--- src/design/chgs_ram.sv ---
// single write port, single read port synchronous memory
module chgs_ram #(
  parameter int W = 8,
  parameter int D = 64
) (
  input  logic                 clk_i,
  input  logic                 we_i,
  input  logic [$clog2(D)-1:0] waddr_i,
  input  logic [W-1:0]         wdata_i,
  input  logic [$clog2(D)-1:0] raddr_i,
  output logic [W-1:0]         rdata_o
);

  logic [W-1:0] mem_q [D];

  always_ff @(posedge clk_i) begin
    if (we_i) begin
      mem_q[waddr_i] <= wdata_i;
    end
  end

  always_ff @(posedge clk_i) begin
    rdata_o <= mem_q[raddr_i];
  end

endmodule

--- config.mk ---
export PLATFORM = sky130hd
export DESIGN_NAME = chgs_ram
export DESIGN_NICKNAME = d
export VERILOG_FILES = /design/src/design/chgs_ram.sv
export SDC_FILE = /design/constraint.sdc
export NUM_CORES = 1
export LEC_CHECK = 0
export BUFFER_PORTS_ARGS = -buffer_cell sky130_fd_sc_hd__buf_2
export CAP_MARGIN = 15
export CORE_MARGIN = 1
export CORE_UTILIZATION = 55
export CTS_CLUSTER_SIZE = 12
export DETAILED_ROUTE_END_ITERATION = 8
export PLACE_DENSITY = 0.72
export SYNTH_ARGS = -nofsm -noshare
export SYNTH_HDL_FRONTEND = slang
export SYNTH_SLANG_ARGS = --single-unit
--- constraint.sdc ---
create_clock -name clk_i -period 5.9 [get_ports clk_i]
set_clock_uncertainty 0.05 [all_clocks]
set_input_delay 0.885 -clock clk_i [delete_from_list [all_inputs] [get_ports clk_i]]
set_output_delay 0.885 -clock clk_i [all_outputs]
set_load 0.01 [all_outputs]
==> results.tsv <==
metric	value	unit
largest area contributor in the netlist	edfxtp_1	
initial antenna violation count	3	
num ports	30	
worst-skew pair later-pin latency	0.56	ns
most frequent cells in the layout	edfxtp_1, mux4_2, nor2_1, clkbuf_16, clkbuf_1	
Clock transition at path regs	0.06	ns
Tightest Pin Transition	1.170	ns
Post-CTS Hold Buffers	0	
met3 Resource Use GR	0.04515	
Max stage delay on crit path	0.82	ns
core area	0.03583	mm2
quantity of gates resized following cts	0	
Final Max Tran Viols	0	
crit-path leading delay family	compound AO/OA/AOI/OAI gates	
layout cells sized above 1	0.2365	
GRT busiest layer	met2	
global-route wire length before repair	63140	um
clk sinks	520	
CP Class	primary input to flip-flop	
H-tree levels	2	
max-cap violations	0	
DRC errors left	2	
GR Util All Layers	0.2316	
crit path cell chain	buf_4 -> mux4_2 -> mux2_2 -> a221oi_1 -> o2bb2ai_1	
Pre-Repair DR Iteration Count	7	
Final min period	3.101	ns
Die ar.	0.03744	mm2
worst path buffer plus inverter count	1	
vias in the first global route	9630	
sequential cell area	0.01553	mm2
Sum Neg Setup Slack	0	ns
met2 Usage GRT	0.3658	
RSZ-0062 raised after global routing	no	
Pleak	6.871	nW
input/output buffers	29	
Post-Place Cells	1390	
post-synth design cell area	0.02017	mm2
WL final	42210	um
FILL cells	2395	
post-synth cell types	40	
DP Worst Slack	2.119	ns
CP Max Fanout	52	
gpl congestion	0.8411	
CTS tree	yes	
largest net degree at the start of global routing	65	
status	finished with violations	
area delta synth->final	10.28	%
Final #Nets	1008	
worst setup slack after layout	2.799	ns
per-cell routed wire length	28.46	um
GR Layer Usage met1	0.3295	
Setup Fix Bufs, Post-CTS	0	
reg2reg start	mem_q[46][0]	
flops & latches, synth	520	
row count	69	
Synth Flop Type	edfxtp_1	
average size of a mapped cell	21.45	um2
largest cells by area after synthesis	edfxtp_1, mux4_2, nor2_1, mux2i_1, dfxtp_1	
Root Driver	clkbuf_16	
initial drt markers	994	
FFs w/ async S/R, synth	0	
syn_nets	962	
DP Wirelength	25180	um
grt ovf	0	
Hold Vio Cnt, Final	0	
Multi-input gate area	0.004315	mm2
most common cell after layout, fill and taps aside	edfxtp_1	
Initial Utilization	0.5629	
worst hold start	wdata_i[1]	
Crit path arrival time	3.45	ns
Critical Path Start	raddr_i[1]	
Final Cycle Share	0.5255	
Slew HR	0.2198	
CP max stage cell	a221oi_1	
number of routed nets with antenna violations	0	
maximum buffer depth of the clock tree	3	
Crit. End Element	flip-flop	
EDFF count, synth	512	
cts bufs inserted	50	
top cell type's share of synthesized area	0.7624	
Synth Warn #	0	
Mapped Cells	940	
failing checks	DRC	
Seq/Total Area, Yosys	0.7703	
worst path required time	6.25	ns
Die Wd	193.5	um
Pwr per Cell Area	331.2	mW/mm2
Worst Hold Class	primary input to flip-flop	
Final Non-Filler Cells	1483	
VDD IR max	0.0002764	V
CP Launch Type	primary input	
Vias/cell	6.407	
Die Span Y	193.5	um
vias	9501	
Setup Viol. Count Final	0	
fmax	0.3225	GHz
kinds of logic after synthesis:
group / share of synthesized area
and+or+nand+nor: 0.03387
AOI/OAI and AO/OA: 0.02072
DFF: 0.7703
buffers and inverters: 0.01570
muxes: 0.1594
sequential cells by signal (all words and copies together), names as in the netlist:
register and flops:
rdata_o 8, mem_q 512
path summary, 6_finish.rpt:
kind | end | slack (ns) | cells past startpoint
setup / recovery | rdata_o[0] | 2.80 | 5
hold / removal | mem_q[38][1] | 0.67 | 1
setup reg to reg | rdata_o[0] | 3.58 | 4
hold reg to reg | rdata_o[2] | 0.84 | 4
routing by layer:
| layer | routed length (um) | vias to the layer above |
|---|---|---|
| li1 | - | 4017 |
| met1 | 17100 | 4987 |
| met2 | 20550 | 423 |
| met3 | 3367 | 74 |
| met4 | 1197 | 0 |
| met5 | 0 | - |
where the power goes:
part	total (W)	internal (W)	switching [W]	leakage, nW
logic	0.000368	0.000142	0.000226	1.51
clock network	0.00289	0.00163	0.00126	0.690
registers	0.00410	0.00409	0.0000141	4.67
total	0.00736	0.00586	0.00150	6.87
final cells by class:
class | count | share of cell area
tap | 461 | 0.02594
sequential | 520 | 0.6985
timing repair buffer | 45 | 0.01648
antenna | 3 | 0.0003376
clock inverter | 1 | 0.0003938
multi-input combinational | 369 | 0.1940
clock buffer | 84 | 0.06430
worst reg2reg max path: cells and delay by family (launching register included):
family             cells  cell delay [ns]
DFF                    1             0.37
muxes                  2             0.74
AOI/OAI and AO/OA      2             1.00
through the flow:
stage | total power (W) | hold slack [ns] | utilization | cell area (um2)
floorplan | 0.004394 | 0.6683 | - | 20170
global placement | 0.004536 | 0.8201 | 0.5776 | 20690
detailed placement | 0.004543 | 0.8343 | 0.5776 | 20690
CTS | 0.007391 | 0.7658 | 0.6177 | 22130
global route | 0.007547 | 0.6645 | 0.6205 | 22230
finish | 0.007365 | 0.6659 | 0.6207 | 22240
cell usage after synthesis, types with 3 or more instances:
cell	number
o221ai_1	8
buf_4	13
o22ai_1	8
dfxtp_1	8
a221oi_1	6
mux2_2	13
nor2_1	83
mux2i_1	23
nand3b_1	3
edfxtp_1	512
clkbuf_1	17
a22oi_1	3
nand3_1	13
nor2b_1	14
buf_2	11
nand2b_1	7
o2bb2ai_1	3
a211oi_1	4
buf_6	4
nand2_1	19
mux4_2	126
nor3_1	7
a21oi_1	3
o2111ai_1	3
buf_1	4
Note: power is estimated with default switching activity, not from simulation.
