**config.mk**
```make
export PLATFORM = sky130hd
export DESIGN_NAME = chgs_geom
export DESIGN_NICKNAME = d
export VERILOG_FILES = /design/src/design/chgs_pkg.sv /design/src/design/chgs_geom.sv
export SDC_FILE = /design/constraint.sdc
export NUM_CORES = 2
export LEC_CHECK = 0
export BUFFER_PORTS_ARGS = -buffer_cell sky130_fd_sc_hd__clkbuf_2
export CORE_ASPECT_RATIO = 0.5
export CORE_MARGIN = 2
export CORE_UTILIZATION = 43
export CTS_BUF_LIST = sky130_fd_sc_hd__clkbuf_4 sky130_fd_sc_hd__clkbuf_8
export DETAILED_ROUTE_END_ITERATION = 10
export HOLD_SLACK_MARGIN = 0.1
export SYNTH_ARGS = -nofsm -noshare
export SYNTH_HDL_FRONTEND = slang
export SYNTH_SLANG_ARGS = --single-unit
```
**constraint.sdc**
```tcl
create_clock -name clk_i -period 8.98 [get_ports clk_i]
set_input_delay 1.347 -clock clk_i [delete_from_list [all_inputs] [get_ports clk_i]]
set_output_delay 1.347 -clock clk_i [all_outputs]
set_load 0.02 [all_outputs]
```
**src/design/chgs_pkg.sv**
```systemverilog
// shared types and constants for the convex hull core
package chgs_pkg;

  localparam int unsigned MinHull = 3;

  typedef enum logic [4:0] {
    ST_LOAD,
    ST_PIV_RD,
    ST_PIV_CMP,
    ST_ORD0,
    ST_ORD,
    ST_SI_RD,
    ST_SI_V,
    ST_SI_VP,
    ST_SJ_CHK,
    ST_SJ_B,
    ST_SJ_BP,
    ST_SJ_W,
    ST_SC_RD,
    ST_SC_C,
    ST_SC_CP,
    ST_SC_CHK,
    ST_SC_W,
    ST_SC_P1,
    ST_SC_P2,
    ST_EM_RD,
    ST_EM_S,
    ST_EM_P,
    ST_EM_OUT
  } state_e;

  typedef struct packed {
    logic done;
    logic left;
    logic ahead;
  } geom_res_t;

endpackage

```
**src/design/chgs_geom.sv**
```systemverilog
// pipelined cross product and distance compare unit
module chgs_geom import chgs_pkg::*; #(
  parameter int CW = 16
) (
  input  logic          clk_i,
  input  logic          rst_ni,
  input  logic          start_i,
  input  logic [2*CW-1:0] o_i,
  input  logic [2*CW-1:0] a_i,
  input  logic [2*CW-1:0] b_i,
  output geom_res_t     res_o
);

  localparam int DW = CW + 1;
  localparam int PW = 2 * DW;

  logic signed [DW-1:0] ux_q, uy_q, vx_q, vy_q;
  logic signed [PW-1:0] l_q, r_q, ax_q, ay_q, bx_q, by_q;
  logic [PW:0]          da_q, db_q;
  logic                 gt_q, eq_q;
  logic                 v1_q, v2_q, v3_q;

  always_ff @(posedge clk_i or negedge rst_ni) begin
    if (!rst_ni) begin
      v1_q <= 1'b0;
      v2_q <= 1'b0;
      v3_q <= 1'b0;
    end else begin
      v1_q <= start_i;
      v2_q <= v1_q;
      v3_q <= v2_q;
    end
  end

  always_ff @(posedge clk_i) begin
    ux_q <= $signed({a_i[CW-1], a_i[CW-1:0]}) - $signed({o_i[CW-1], o_i[CW-1:0]});
    uy_q <= $signed({a_i[2*CW-1], a_i[2*CW-1:CW]}) - $signed({o_i[2*CW-1], o_i[2*CW-1:CW]});
    vx_q <= $signed({b_i[CW-1], b_i[CW-1:0]}) - $signed({o_i[CW-1], o_i[CW-1:0]});
    vy_q <= $signed({b_i[2*CW-1], b_i[2*CW-1:CW]}) - $signed({o_i[2*CW-1], o_i[2*CW-1:CW]});
    l_q  <= PW'(ux_q) * PW'(vy_q);
    r_q  <= PW'(uy_q) * PW'(vx_q);
    ax_q <= PW'(ux_q) * PW'(ux_q);
    ay_q <= PW'(uy_q) * PW'(uy_q);
    bx_q <= PW'(vx_q) * PW'(vx_q);
    by_q <= PW'(vy_q) * PW'(vy_q);
    da_q <= {1'b0, ax_q} + {1'b0, ay_q};
    db_q <= {1'b0, bx_q} + {1'b0, by_q};
    gt_q <= l_q > r_q;
    eq_q <= l_q == r_q;
  end

  always_comb begin
    res_o.done = v3_q;
    res_o.left = gt_q;
    if (db_q == '0) begin
      res_o.ahead = 1'b0;
    end else if (da_q == '0) begin
      res_o.ahead = 1'b1;
    end else if (!eq_q) begin
      res_o.ahead = gt_q;
    end else begin
      res_o.ahead = da_q < db_q;
    end
  end

endmodule

```
==> results_dict.tcl <==
set metrics [dict create \
    nets 10490 \
    synth_area_leaders "fa_1 44%, ha_1 12%, inv_1 10%" \
    holdPathStages 0 \
    ff_latch_area_um2 6889 \
    chipHeight_um 298.9 \
    maxCapViolCount 0 \
    rr_worst_depth 21 \
    synth_commonest_cells "2085 x inv_1, 1660 x fa_1, 735 x ha_1" \
    slew_headroom 0.1207 \
    crit_start "ux_q[8]$_DFF_P_" \
    die_w_um 593.9 \
    ys_async_sr_fraction 0.008746 \
    finish.utilization 0.4597 \
    fin_skew_ns 0.06441 \
    cp_num_buf_inv 4 \
    avgViaCountPerCell 4.954 \
    crit_chain "inv_1 -> fa_1 -> inv_1 -> fa_1 -> fa_1 -> fa_1 -> fa_1 -> inv_1 -> fa_1 -> inv_1 -> ha_1 -> nand4_1 -> a2111oi_0 -> o21ai_1 -> a31oi_2 -> a41oi_1 -> a2111oi_2 -> o21a_1 -> o21a_1 -> o211a_1 -> xor2_1" \
    setup_viol 0 \
    worstSkewPairLatency_ns 0.73 \
    grt_max_degree 41 \
    yosysMostFrequentCell "inv_1" \
    ys.warnings.count 0 \
    rows 108 \
    cts_buffers 66 \
    detailed_place_hpwl_mm 161.6 \
    finalHoldViolations 0 \
    layout-drive-gt1-share 0.04837 \
    antenna_found_initial 16 \
    die_area_um2 177500 \
    grt_pass1_vias 54160 \
    track_usage 0.2283 \
    crit_family "adder cells" \
    critPathMaxStageDelay_ns 1.07 \
    status "finished clean" \
    dr.pass1.iters 7 \
    grt_pass1_wl_mm 311.4 \
    ys.flop_type "dfxtp_1" \
    rsz0062_at_grt "false" \
    initial_core_util 0.4321 \
    synth-edff-count 0 \
    yosysSeqAreaShare 0.09199 \
    coreArea_um2 173100 \
    worstReg2RegStart "ux_q[8]$_DFF_P_" \
    vias 51310 \
    slew_viol_final 0 \
    netlist_area_um2 74800 \
    ys_ff_latch 343 \
    hold_class "reg -> reg" \
    slowest_stage "dfxtp_1" \
    cts-root-buf "clkbuf_8" \
    numClockSinks 343 \
    post_cts_buffers 0 \
    drt-total-wl_mm 193.5 \
    worst_slew_pin_slew_ns 1.317 \
    crit_top_cell "fa_1" \
    io_buffers 101 \
    h-tree-depth 3 \
    cts_hold_buf 0 \
    end_kind "flip-flop" \
    cts_tree "built" \
    synth_largest_area_cell "fa_1" \
    multi_input_area_um2 59180 \
    fin_tns_setup_ns 0 \
    clockBufferDepth 3 \
    drc_errors 0 \
    cp.depth 21 \
    ys_types 85 \
    max_freq_ghz 0.1327 \
    fin_crit_sh 0.8394 \
    drtIter0Drc 3241 \
    synth.top_cell.area_share 0.4443 \
    worstPathRequired_ns 9.63 \
    cts_resized 0 \
    drtAntennaViolNets 0 \
    cp_data_arrival_time_ns 8.18 \
    synth_nets 10450 \
    syn2layout_area_growth_pct 6.381 \
    crit_type "reg -> reg" \
    min_from "v2_q$_DFF_PN0_" \
    gp_congestion 0.9086 \
    clk_pin_slew_ns 0.06 \
    critPathLaunchType "flip-flop" \
    n_fill_cell 16640 \
    postSynthAreaPerCell_um2 9.399 \
    cp_max_fo 21 \
    syn_inst 7959 \
    period_minus_slack_ns 7.538 \
    overflow 0 \
    post_drt_wl_per_cell_um 18.68 \
    ios 102 \
]
flip-flops by register name, indices dropped and copies added (netlist names):
signal  flops
ay_q       33
ax_q       33
v2_q        1
gt_q        1
l_q        34
r_q        34
da_q       35
v1_q        1
by_q       33
vy_q       17
v3_q        1
bx_q       33
eq_q        1
ux_q       17
uy_q       17
vx_q       17
db_q       35
layer usage:
layer | vias to the layer above | wire length, um | track usage
met5 | - | 18 | 0
met4 | 4 | 3594 | 0.04159
met3 | 193 | 13040 | 0.04385
met2 | 1134 | 85720 | 0.3559
met1 | 26200 | 91170 | 0.3332
li1 | 23790 | - | -
worst register-to-register path, cell delays in order (launching register included):
cell,delay (ns)
dfxtp_1,1.07
inv_1,0.46
fa_1,0.64
inv_1,0.05
fa_1,0.48
fa_1,0.56
fa_1,0.43
fa_1,0.51
inv_1,0.05
fa_1,0.48
inv_1,0.04
ha_1,0.37
nand4_1,0.15
a2111oi_0,0.33
o21ai_1,0.18
a31oi_2,0.33
a41oi_1,0.29
a2111oi_2,0.41
o21a_1,0.19
o21a_1,0.14
o211a_1,0.17
xor2_1,0.15
cells in the final DEF, fill, tap and decap left out, types with 24 or more instances in the layout:
cell         n
xnor2_1    277
nor2_1     340
clkbuf_2   101
and3_1      31
ha_1       735
inv_1     2085
buf_4       94
dfxtp_1    334
o21ai_0    109
clkbuf_8    79
nand3_1     51
nand2_1    684
a21o_1     123
a211oi_1    33
nand2b_1    51
nor3_1      59
nand4_1     24
xor2_1      76
nor2b_1     71
and2_1     453
fa_1      1660
o21a_1      46
a21oi_1    199
worst paths after layout:
path                                     to  slack [ns]
setup / recovery           ax_q[32]$_DFF_P_        1.44
hold / removal               v3_q$_DFF_PN0_        0.36
setup reg to reg           ax_q[32]$_DFF_P_        1.44
hold reg to reg              v3_q$_DFF_PN0_        0.36
max in group asynchronous    v2_q$_DFF_PN0_        8.44
min in group asynchronous    v1_q$_DFF_PN0_        0.42
cell type report:
cell class	instances	share of cell area
Antenna cell	6	0.0001887
Clock buffer	89	0.01461
Clock inverter	30	0.004088
Inverter	2094	0.09877
Multi-Input combinational cell	5290	0.7437
Sequential cell	343	0.08657
Tap cell	2310	0.03632
Timing Repair Buffer	197	0.01572
metrics by stage:
stage	instance area, um2	hold slack (ns)	instances	setup slack, ns
floorplan	74800	0.3312	7959	2.512
global placement	78070	0.3354	10230	1.580
detailed placement	78070	0.3363	10230	1.478
CTS	79560	0.3644	10350	1.443
global route	79570	0.3701	10360	1.019
finish	79580	0.3571	10360	1.442
kinds of logic after synthesis:
logic type               after synthesis  synth area share
flip-flops                           343           0.09199
XOR/XNOR                             353           0.04133
AND/OR/NAND/NOR                     1836            0.1180
adder cells (fa/ha/maj)             2395            0.5672
multiplexers                           5         0.0006691
buffers and inverters               2326            0.1168
AO/OA/AOI/OAI                        701           0.06401
Power is not shown: default switching activity piles up to over one toggle a cycle in this logic, so the estimate is an artifact.
